$ cat src/bcpc_pkg.sv
package bcpc_pkg;

  localparam int unsigned POWER_LIMIT = 1000;
  localparam int unsigned DIV_W       = 20;
  localparam logic [DIV_W-1:0] US_PER_SEC = 20'd1000000;

  // Register indexes
  localparam logic [2:0] REG_HOME_STATE   = 3'd0;
  localparam logic [2:0] REG_TARGET_SPEED = 3'd1;
  localparam logic [2:0] REG_TARGET_POS   = 3'd2;
  localparam logic [2:0] REG_SPEED_GAIN   = 3'd3;
  localparam logic [2:0] REG_POS_GAIN     = 3'd4;
  localparam logic [2:0] REG_DERIV_GAIN   = 3'd5;

  // Request kinds
  localparam logic REQ_HALL = 1'b0;
  localparam logic REQ_TICK = 1'b1;

  localparam logic [5:0] DRIVE_TAB [8] = '{6'h12, 6'h18, 6'h09, 6'h21,
                                           6'h24, 6'h06, 6'h00, 6'h00};
  localparam logic [2:0] ROTOR_TAB [8] = '{3'd7, 3'd5, 3'd3, 3'd4,
                                           3'd1, 3'd0, 3'd2, 3'd7};

  typedef struct packed {
    logic        req_type;
    logic [2:0]  hall_code;
    logic [19:0] elapsed_us;
  } in_word_t;

  typedef struct packed {
    logic [5:0]         phase_pattern;
    logic [9:0]         pwm_width;
    logic signed [31:0] position;
    logic signed [31:0] position_error;
    logic signed [31:0] measured_speed;
  } out_word_t;

endpackage

$ cat src/bcpc_div.sv
// Restoring divider: one quotient bit per cycle, fixed dividend of one second in us.
module bcpc_div (
  input  logic                         clk,
  input  logic                         rst,
  input  logic                         start,
  input  logic [bcpc_pkg::DIV_W-1:0]   divisor,
  output logic                         done,
  output logic [bcpc_pkg::DIV_W-1:0]   quotient
);

  logic [bcpc_pkg::DIV_W:0]   rem;
  logic [bcpc_pkg::DIV_W-1:0] num;
  logic [bcpc_pkg::DIV_W-1:0] dvs;
  logic [4:0]                 count;
  logic                       busy;
  logic [bcpc_pkg::DIV_W:0]   rem_sh;
  logic                       fits;

  assign rem_sh = {rem[bcpc_pkg::DIV_W-1:0], num[bcpc_pkg::DIV_W-1]};
  assign fits   = rem_sh >= {1'b0, dvs};

  // Sequence the iterations
  always_ff @(posedge clk) begin
    if (rst) begin
      busy  <= 1'b0;
      done  <= 1'b0;
      count <= '0;
    end else begin
      done <= 1'b0;
      if (start) begin
        busy  <= 1'b1;
        count <= 5'(bcpc_pkg::DIV_W - 1);
      end else if (busy) begin
        count <= count - 5'd1;
        if (count == 5'd0) begin
          busy <= 1'b0;
          done <= 1'b1;
        end
      end
    end
  end

  // Shift and subtract
  always_ff @(posedge clk) begin
    if (start) begin
      rem      <= '0;
      num      <= bcpc_pkg::US_PER_SEC;
      dvs      <= (divisor == '0) ? bcpc_pkg::DIV_W'(1) : divisor;
      quotient <= '0;
    end else if (busy) begin
      rem      <= fits ? rem_sh - {1'b0, dvs} : rem_sh;
      num      <= {num[bcpc_pkg::DIV_W-2:0], 1'b0};
      quotient <= {quotient[bcpc_pkg::DIV_W-2:0], fits};
    end
  end

endmodule

$ cat src/bcpc_mul.sv
// Shared multiplier, low 32 bits of the product, registered.
module bcpc_mul (
  input  logic        clk,
  input  logic [31:0] a,
  input  logic [31:0] b,
  output logic [31:0] product
);

  logic [63:0] full;
  assign full = a * b;

  always_ff @(posedge clk) begin
    product <= full[31:0];
  end

endmodule

$ cat src/bldc_commutation_position_control.sv
// Six-step hall commutation with speed and position regulation. A hall word
// passes through the hall step and the done state into the output register.
// A control tick waits for the 20-iteration bit-serial divider that forms
// 1000000/elapsed_us, then takes four passes through one shared 32x32
// multiplier, a sum and a decision step, and then the hall step when a zero
// measured speed also recommutates. One word is in work at a time; in_ready is
// high whenever the sequencer is idle, even while a finished result waits in
// the output register, and a result that cannot enter a full output register
// stalls the sequencer until it can.
// Configuration writes are taken in any cycle and must occur while idle.
module bldc_commutation_position_control (
  input  logic                 clk,
  input  logic                 rst,
  input  logic                 in_valid,
  output logic                 in_ready,
  input  bcpc_pkg::in_word_t   in_data,
  output logic                 out_valid,
  input  logic                 out_ready,
  output bcpc_pkg::out_word_t  out_data,
  input  logic                 cfg_valid,
  output logic                 cfg_ready,
  input  logic [2:0]           cfg_index,
  input  logic [31:0]          cfg_data
);

  typedef enum logic [9:0] {
    S_IDLE = 10'b0000000001,
    S_HALL = 10'b0000000010,
    S_DIVW = 10'b0000000100,
    S_MACT = 10'b0000001000,
    S_MSPD = 10'b0000010000,
    S_MPOS = 10'b0000100000,
    S_MDER = 10'b0001000000,
    S_SUM  = 10'b0010000000,
    S_DEC  = 10'b0100000000,
    S_DONE = 10'b1000000000
  } state_t;

  state_t state, state_next;

  // Configuration
  logic [2:0]  home_state;
  logic [15:0] target_speed;
  logic [31:0] target_position;
  logic [7:0]  speed_gain, position_gain, derivative_gain;

  // Controller state
  logic [2:0]  previous_rotor;
  logic [31:0] rotor_position, tick_position, previous_error, last_speed;
  logic        reverse_lead;
  logic [10:0] drive_power;
  logic [5:0]  current_pattern;

  // Work registers
  logic [2:0]  code;
  logic [31:0] err, ys_raw, p1, yr, ys;

  logic        div_start, div_done;
  logic [19:0] quotient;
  logic [31:0] mul_a, mul_b, product;

  assign cfg_ready = 1'b1;
  assign in_ready  = (state == S_IDLE);
  assign div_start = in_valid && in_ready && (in_data.req_type == bcpc_pkg::REQ_TICK);

  bcpc_div u_div (
    .clk     (clk),
    .rst     (rst),
    .start   (div_start),
    .divisor (in_data.elapsed_us),
    .done    (div_done),
    .quotient(quotient)
  );

  bcpc_mul u_mul (
    .clk    (clk),
    .a      (mul_a),
    .b      (mul_b),
    .product(product)
  );

  function automatic logic [31:0] mag(input logic [31:0] v);
    mag = v[31] ? 32'd0 - v : v;
  endfunction

  // Hall step
  logic [2:0]  rotor;
  logic [4:0]  comm;
  logic [4:0]  comm_red;
  logic [2:0]  comm_idx;
  logic [3:0]  delta;
  logic [31:0] pos_step;

  always_comb begin
    rotor = bcpc_pkg::ROTOR_TAB[code];
    comm  = {2'b0, rotor} + 5'd6 + (reverse_lead ? 5'd30 : 5'd2) - {2'b0, home_state};
    if (comm >= 5'd12)     comm_red = comm - 5'd12;
    else if (comm >= 5'd6) comm_red = comm - 5'd6;
    else                   comm_red = comm;
    // negative remainder keeps its low bits
    comm_idx = comm[4] ? comm[2:0] : comm_red[2:0];
    delta    = {1'b0, rotor} - {1'b0, previous_rotor};
    if (delta == 4'sd5)       pos_step = 32'hFFFF_FFFF;
    else if (delta == 4'b1011) pos_step = 32'd1;
    else                      pos_step = {{28{delta[3]}}, delta};
  end

  // Select multiplier operands
  logic [31:0] act_err;
  always_comb begin
    act_err = (target_position != 32'd0) ? target_position - rotor_position : 32'd1;
    case (state)
      S_MACT: begin
        mul_a = rotor_position - tick_position;
        mul_b = {12'b0, quotient};
      end
      S_MSPD: begin
        mul_a = {16'b0, target_speed} - mag(product);
        mul_b = {24'b0, speed_gain};
      end
      S_MPOS: begin
        mul_a = err;
        mul_b = {24'b0, position_gain};
      end
      S_MDER: begin
        mul_a = err - previous_error;
        mul_b = {24'b0, derivative_gain};
      end
      default: begin
        mul_a = '0;
        mul_b = '0;
      end
    endcase
  end

  // Advance the sequencer
  always_comb begin
    state_next = state;
    case (state)
      S_IDLE: if (in_valid) state_next = (in_data.req_type == bcpc_pkg::REQ_TICK) ? S_DIVW : S_HALL;
      S_HALL: state_next = S_DONE;
      S_DIVW: if (div_done) state_next = S_MACT;
      S_MACT: state_next = S_MSPD;
      S_MSPD: state_next = S_MPOS;
      S_MPOS: state_next = S_MDER;
      S_MDER: state_next = S_SUM;
      S_SUM:  state_next = S_DEC;
      S_DEC:  state_next = (last_speed == 32'd0) ? S_HALL : S_DONE;
      S_DONE: if (!out_valid || out_ready) state_next = S_IDLE;
      default: state_next = S_IDLE;
    endcase
  end

  always_ff @(posedge clk) begin
    if (rst) state <= S_IDLE;
    else     state <= state_next;
  end

  // Hold configuration
  always_ff @(posedge clk) begin
    if (rst) begin
      home_state      <= 3'd0;
      target_speed    <= 16'd240;
      target_position <= 32'd1;
      speed_gain      <= 8'd20;
      position_gain   <= 8'd15;
      derivative_gain <= 8'd47;
    end else if (cfg_valid) begin
      case (cfg_index)
        bcpc_pkg::REG_HOME_STATE:   home_state      <= cfg_data[2:0];
        bcpc_pkg::REG_TARGET_SPEED: target_speed    <= cfg_data[15:0];
        bcpc_pkg::REG_TARGET_POS:   target_position <= cfg_data;
        bcpc_pkg::REG_SPEED_GAIN:   speed_gain      <= cfg_data[7:0];
        bcpc_pkg::REG_POS_GAIN:     position_gain   <= cfg_data[7:0];
        bcpc_pkg::REG_DERIV_GAIN:   derivative_gain <= cfg_data[7:0];
        default: ;
      endcase
    end
  end

  // Work registers, no reset needed
  logic [31:0] ys_sel, y, y_mag;
  always_comb begin
    ys_sel = (target_speed == 16'd0) ? 32'(bcpc_pkg::POWER_LIMIT) : ys_raw;
    if (err[31]) ys_sel = 32'd0 - ys_sel;
    if (target_position == 32'd0)   y = ys;
    else if (mag(yr) < mag(ys))     y = yr;
    else                            y = ys;
    y_mag = mag(y);
    if (y_mag > 32'(bcpc_pkg::POWER_LIMIT)) y_mag = 32'(bcpc_pkg::POWER_LIMIT);
  end

  always_ff @(posedge clk) begin
    if (in_valid && in_ready) begin
      code    <= in_data.hall_code;
    end
    if (state == S_MSPD) err    <= act_err;
    if (state == S_MPOS) ys_raw <= product;
    if (state == S_MDER) p1     <= product;
    if (state == S_SUM) begin
      yr <= p1 + product;
      ys <= ys_sel;
    end
  end

  // Controller state
  always_ff @(posedge clk) begin
    if (rst) begin
      previous_rotor  <= 3'd0;
      rotor_position  <= '0;
      tick_position   <= '0;
      previous_error  <= '0;
      last_speed      <= '0;
      reverse_lead    <= 1'b0;
      drive_power     <= 11'(bcpc_pkg::POWER_LIMIT);
      current_pattern <= 6'h12;
    end else begin
      case (state)
        S_HALL: begin
          current_pattern <= bcpc_pkg::DRIVE_TAB[comm_idx];
          rotor_position  <= rotor_position + pos_step;
          previous_rotor  <= rotor;
        end
        S_MSPD: begin
          last_speed    <= product;
          tick_position <= rotor_position;
        end
        S_DEC: begin
          reverse_lead   <= y[31];
          drive_power    <= y_mag[10:0];
          previous_error <= err;
        end
        default: ;
      endcase
    end
  end

  // Output register
  always_ff @(posedge clk) begin
    if (rst) begin
      out_valid <= 1'b0;
    end else if (state == S_DONE && (!out_valid || out_ready)) begin
      out_valid <= 1'b1;
    end else if (out_ready) begin
      out_valid <= 1'b0;
    end
  end

  always_ff @(posedge clk) begin
    if (state == S_DONE && (!out_valid || out_ready)) begin
      out_data.phase_pattern  <= current_pattern;
      out_data.pwm_width      <= drive_power[9:0];
      out_data.position       <= rotor_position;
      out_data.position_error <= previous_error;
      out_data.measured_speed <= last_speed;
    end
  end

endmodule

$ cat config.mk
export PLATFORM = sky130hd
export DESIGN_NAME = bldc_commutation_position_control
export DESIGN_NICKNAME = d
export VERILOG_FILES = /design/src/bcpc_pkg.sv /design/src/bcpc_div.sv /design/src/bcpc_mul.sv /design/src/bldc_commutation_position_control.sv
export SDC_FILE = /design/constraint.sdc
export NUM_CORES = 2
export LEC_CHECK = 0
export ABC_AREA = 1
export BUFFER_PORTS_ARGS = -buffer_cell sky130_fd_sc_hd__buf_2
export CORE_ASPECT_RATIO = 1.1
export CORE_MARGIN = 2
export CORE_UTILIZATION = 30
export DETAILED_ROUTE_END_ITERATION = 10
export GPL_ROUTABILITY_DRIVEN = 1
export GPL_TIMING_DRIVEN = 0
export PLACE_DENSITY = 0.44
export SYNTH_ARGS = -nofsm -noshare
export SYNTH_HDL_FRONTEND = slang
export SYNTH_HIERARCHICAL = 1
export SYNTH_SLANG_ARGS = --single-unit
$ cat constraint.sdc
create_clock -name clk -period 17 [get_ports clk]
set_input_delay 0.85 -clock clk [delete_from_list [all_inputs] [get_ports clk]]
set_output_delay 0.85 -clock clk [all_outputs]
set_load 0.005 [all_outputs]
* Word-level counts from Yosys, hierarchy flattened *
Memory sizes are Yosys's and may differ from the RTL's. A register that Yosys moved wholly into a read port is not among the register bits.
Cells that the tools add are included.

word-level totals
  memories = 2
  bits in latches = 0
  bits in read-only memories = 72
  input bits = 64
  bits in writable memories = 0
  output and inout bits = 115
  bits in registers = 616
  word-level logic and storage cells = 143

memories
  memory           depth  width  rd ports  clocked after memory_dff  write ports  RTL line                                  RTL
  (no name shown)  8      6      1         1                         0            bldc_commutation_position_control.sv:220  current_pattern <= bcpc_pkg::DRIVE_TAB[comm_idx];
  (no name shown)  8      3      1         0                         0            bldc_commutation_position_control.sv:95   rotor = bcpc_pkg::ROTOR_TAB[code];

cells by class
  div/mod/pow operators = 0
  bitwise gates (word level) = 3
  $add $sub $neg = 19
  reduce and logical (&&, ||, !) cells = 23
  shift operators = 0
  mux-type cells = 34
  multipliers = 1
  eq/ne operators = 20
  magnitude comparators = 6

operators with widths
  cell                                                   count
  two-way mux 32 bit                                     10
  subtractor 1 x 32 -> 32 bit (first input constant)     5
  one-hot mux 32 bit (4 select lines)                    1
  one-hot mux 10 bit (10 select lines)                   1
  subtractor 32 bit                                      3
  one-hot mux 20 bit (4 select lines)                    1
  adder 32 bit                                           2
  logical NOT 32 bit                                     2
  two-way mux 10 bit                                     5
  > comparator 32 x 10 -> 1 bit (second input constant)  1
  < comparator 32 bit                                    1
  multiplier 32 x 20 -> 32 bit                           1
  nonzero test 32 bit                                    1
  subtractor 16 x 32 -> 32 bit                           1
  >= comparator 21 x 20 -> 1 bit                         1
  logical NOT 20 bit                                     1
  two-way mux 20 bit                                     1
  subtractor 20 bit                                      1
  two-way mux 3 bit                                      6
  logical NOT 16 bit                                     1
  two-way mux 5 bit                                      3
  AND reduction 2 bit                                    6
  equality test 10 x 1 -> 1 bit (second input constant)  1
  equality test 10 bit (second input constant)           1
  36 further kinds                                       49

* Logic depth before layout (Yosys ltp) *
  depth in word-level cells = 12
  depth in mapped cells = 54

* Hierarchy *
Netlist, hierarchy kept.

modules (own cells, without submodules)
  module                             times used  area an instance (um2)  cells an instance
  bldc_commutation_position_control  1           32364.8                 4168
  bcpc_mul                           1           17753.3                 2400
  bcpc_div                           1           4659.5                  642

* Least setup slack after synthesis *
OpenSTA, ideal clock, no wires.

  kind = reg-to-reg
  start = register state[4]
  end = register out_data[0] in the netlist's numbering (enable)
  cell stages (with the launch flop) = 8
  data arrival time = 11474 ps
  setup slack = 4667 ps
  library setup time = 859 ps
  path buffers = 0
  period minus slack after synthesis = 12333 ps
  required time = 16141 ps
  cell sequence = dfxtp_1 nor2_1 inv_1 nor2_1 inv_1 nor2_1 inv_1 nor4_1

between the ends
  longest elaborated chain between the ends = 2

ends and longest elaborated chain
  element                   RTL line                                  RTL
  start: declaration        bldc_commutation_position_control.sv:39   state_t state, state_next;
  start signal: assignment  bldc_commutation_position_control.sv:156  else state <= state_next;
  equality test 10 bit      bldc_commutation_position_control.sv:250  if (state == S_DONE && (!out_valid || out_ready)) begin
  logical AND 1 bit         bldc_commutation_position_control.sv:250
  end: declaration          bldc_commutation_position_control.sv:19   output bcpc_pkg::out_word_t out_data,

No other way between the ends.
A chain may end at the register's enable or synchronous reset.

* Final worst setup path *
  start = register u_mul.product[31]
  end = register u_mul.product[30]

between the ends
  longest elaborated chain between the ends = 4

ends and longest elaborated chain
  element                              RTL line                                  RTL
  start: declaration                   bcpc_mul.sv:6                             output logic [31:0] product
  start signal: assignment             bcpc_mul.sv:13                            product <= full[31:0];
  two-way mux 32 bit                   bldc_commutation_position_control.sv:83   mag = v[31] ? 32'd0 - v : v;
  subtractor 16 x 32 -> 32 bit         bldc_commutation_position_control.sv:118  mul_a = {16'b0, target_speed} - mag(product);
  one-hot mux 32 bit (4 select lines)  bldc_commutation_position_control.sv:112  case (state)
  via mul_a[19]                        bldc_commutation_position_control.sv:60   logic [31:0] mul_a, mul_b, product;
  multiplier 32 x 20 -> 32 bit         bcpc_mul.sv:10                            assign full = a * b;
  via u_mul.full[30]                   bcpc_mul.sv:9                             logic [63:0] full;

The timed path passes the listed nets, and every way through them passes these cells.

==> flow_metrics.env <==
export IMPL_p_switching_mw=1.16
export IMPL_cts_tree="yes"
export IMPL_fin_area_um2=61700
export IMPL_final_nets=8371
export IMPL_io_buffers=177
export IMPL_r2r_setup_slack_ns=4.65
export IMPL_rsz0062_at_grt="no"
export IMPL_hp_class="input pin to flip-flop"
export IMPL_pwr_share_comb=0.168
export IMPL_ant_nets=0
export IMPL_fin_worst_skew_ns=0.0288
export IMPL_viasPerCell=4.73
export IMPL_cts_root_buf="clkbuf_16"
export IMPL_cp_common_cell="fa_1"
export IMPL_ys_warnings_count=6
export IMPL_clock_latency_ns=0.68
export IMPL_drc=24
export IMPL_dieArea_um2=186000
export IMPL_slew_headroom=-0.0471
export IMPL_final_layout_size_suffix_gt1_frac=0.0692
export IMPL_seq_power_share=0.408
export IMPL_start_kind="flip-flop"
export IMPL_power_internal_mw=2.85
export IMPL_synth_ff_type="dfxtp_1"
export IMPL_reg2reg_to="u_mul/product[30]$_DFF_P_"
export IMPL_htree_num_levels=3
export IMPL_p_clk_frac=0.424
export IMPL_cts_made_buffers=75
export IMPL_die_height_um=452
export IMPL_whs_path_depth=1
export IMPL_finalHoldViolations=0
export IMPL_synth_cells=7210
export IMPL_grt_antenna_before_repair=9
export IMPL_vias=47300
export IMPL_final_fill_count=19500
export IMPL_largest_reg_flops=112
export IMPL_setup_tns_ns=0
export IMPL_crit_path_max_incr_delay_ns=0.76
export IMPL_rr_worst_depth=44
export IMPL_arrival_ns=12.90
export IMPL_grt_pass1_wl_um=297000
export IMPL_row_count=164
export IMPL_post_cts_buffers=0
export IMPL_synth_seq_area_share=0.281
export IMPL_start_util=0.302
export IMPL_core_area_um2=182000
export IMPL_outcome="complete, but fails checks"
export IMPL_max_freq_ghz=0.0810
export IMPL_critPathRequiredTime_ns=17.55
export IMPL_synthToLayoutAreaGrowth_pct=12.6
export IMPL_clock_path_buffers=3
export IMPL_timing_critical_path_to="u_mul/product[30]$_DFF_P_"
export IMPL_grt_max_degree=46
export IMPL_dp_hpwl_um=166000
export IMPL_violations="DRC, capacitance limit, slew limit"
export IMPL_finalSetupViolations=0
export IMPL_final_common_cell="nand2_1"
export IMPL_worstReg2RegStart="u_mul/product[31]$_DFF_P_"
export IMPL_synth_edff_count=295
export IMPL_syn_avg_cell_area_um2=7.60
export IMPL_dr_first_iter_drc_count=3597
export IMPL_grt_pass1_vias=47100
export IMPL_drt_wl_total_um=199000
export IMPL_clk_pin_slew_ns=0.06
export IMPL_worst_slack_ns=4.65
export IMPL_cts_resized=0
export IMPL_dp_slack_ns=4.75
export IMPL_power_leakage_nw=31.2
export IMPL_synthDistinctLibCells=65
export IMPL_io_pins=179
export IMPL_period_needed_ns=12.35
export IMPL_firstDrtPassIters=11
export IMPL_synthArstFlopShare=0
export IMPL_cts_hold_buf=0
export IMPL_path_class="flip-flop to flip-flop"
export IMPL_cp_max_fo=10
export IMPL_end_kind="flip-flop"
export IMPL_period_share=0.726
export IMPL_worst_slew_pin_slew_ns=1.57
export IMPL_powerDensity_nw_per_um2=65.1
export IMPL_slew_violations=6
export IMPL_dpl_instance_area_um2=59100
export IMPL_slowest_stage="o2111ai_1"
export IMPL_gp_congestion=0.906
export IMPL_drt_wirelength_per_cell_um=19.9
export IMPL_grtUsageTotal=0.213
export IMPL_final_cell_mix="nand2_1 (1599), inv_1 (1541), nor2_1 (492)"
export IMPL_die_w_um=411
export IMPL_largest_register="out_data"
export IMPL_worst_ir_drop_vdd_mv=0.0745
export IMPL_gr_total_overflow=0
export IMPL_drv_cap=1
export IMPL_syn_area_um2=54800
export IMPL_switching_share=0.289
export IMPL_crit_path_start="u_mul/product[31]$_DFF_P_"
export IMPL_cts_sinks=622
export IMPL_ys_ff_latch=622
## how the worst min path moves through the flow
| stage | startpoint | end | slack [ns] |
|---|---|---|---|
| after floorplan | previous_error[1]$_SDFFE_PP0P_ | out_data[33]$_DFFE_PP_ | 0.41 |
| after global placement | drive_power[8]$_SDFFE_PP1P_ | out_data[104]$_DFFE_PP_ | 0.42 |
| after detailed placement | drive_power[2]$_SDFFE_PP0P_ | out_data[98]$_DFFE_PP_ | 0.42 |
| after CTS | in_data[22] | code[2]$_DFFE_PP_ | 0.30 |
| after global routing | in_data[20] | code[0]$_DFFE_PP_ | 0.33 |
| final | in_data[22] | code[2]$_DFFE_PP_ | 0.35 |
## cells by family after synthesis
group,share of synthesized area
AOI/OAI and AO/OA,0.109
muxes,0.000206
xor gates and xnor gates,0.0381
and+or+nand+nor,0.207
DFF,0.281
other,0.000137
buffers and inverters,0.128
adders and majority gates,0.236
## layer usage
layer	global-route usage	vias up	wire, um
met1	0.286	22800	90700
met3	0.0221	202	9110
met4	0.0537	0	4850
met2	0.363	1140	94500
li1	-	23200	-
met5	0	-	0
## power by group through the flow
stage	registers, mW	logic [mW]	clock network, mW
floorplan	1.66	0.483	0
finish	1.64	0.676	1.70
global route	1.64	0.759	1.80
detailed placement	1.67	0.671	0
global placement	1.67	0.661	0
CTS	1.64	0.674	1.74
## stage by stage
step                      hold slack (ns)  total power [mW]  cells  utilization
after global placement              0.419              2.33   9833        0.324
after global routing                0.325              4.20   9992        0.340
final                               0.352              4.02   9996        0.340
after detailed placement            0.423              2.34   9853        0.325
after floorplan                     0.408              2.14   7249            -
after CTS                           0.300              4.06   9992        0.340
## worst max-delay path, delay by kind of cell (launching register included)
kind,cells,cell delay [ns]
AO/OA/AOI/OAI,7,2.04
XOR/XNOR,2,0.32
adder cells (fa/ha/maj),10,5.07
buffers and inverters,10,1.84
flip-flops,1,0.47
AND/OR/NAND/NOR,15,2.46
## layout make-up
type                    count  area [um^2]  area share
multi-input cells        4808        32500       0.527
well taps                2407         3010      0.0488
plain buffers             255         1170      0.0190
clock inverters            40          453     0.00734
repair buffers            197         1090      0.0177
diodes                      4         10.0    0.000162
flip-flops and latches    622        15400       0.250
inverters                1564         5870      0.0952
clock buffers              99         2160      0.0350
## cells in the mapped netlist (all sizes together), types with 3 or more instances
master   instances  area share
a21boi          21      0.0029
o211ai          21      0.0029
nand2         1632        0.11
nor4            35      0.0041
o221ai           5     0.00080
a221oi           3     0.00048
o21a            22      0.0030
xor2           185       0.030
or2             37      0.0042
o31ai            7     0.00096
o22ai           24      0.0027
buf             67      0.0084
a22oi           16      0.0022
nand4           90       0.010
a21o            14      0.0019
fa             418        0.15
clkinv          10     0.00069
o2111ai         20      0.0032
and2             5     0.00057
nor3            58      0.0056
o21bai          14      0.0022
clkbuf         188       0.013
nor2           515       0.037
dfxtp          327        0.12
edfxtp         295        0.16
ha             366       0.084
xnor2           53      0.0085
nand3b          18      0.0025
inv           1554        0.11
a2111o           3     0.00062
o21ai          385       0.035
a21oi          448       0.041
nand3          280       0.028
a211oi          27      0.0037
a31oi           36      0.0041
Note: power is estimated with default switching activity, not from simulation.
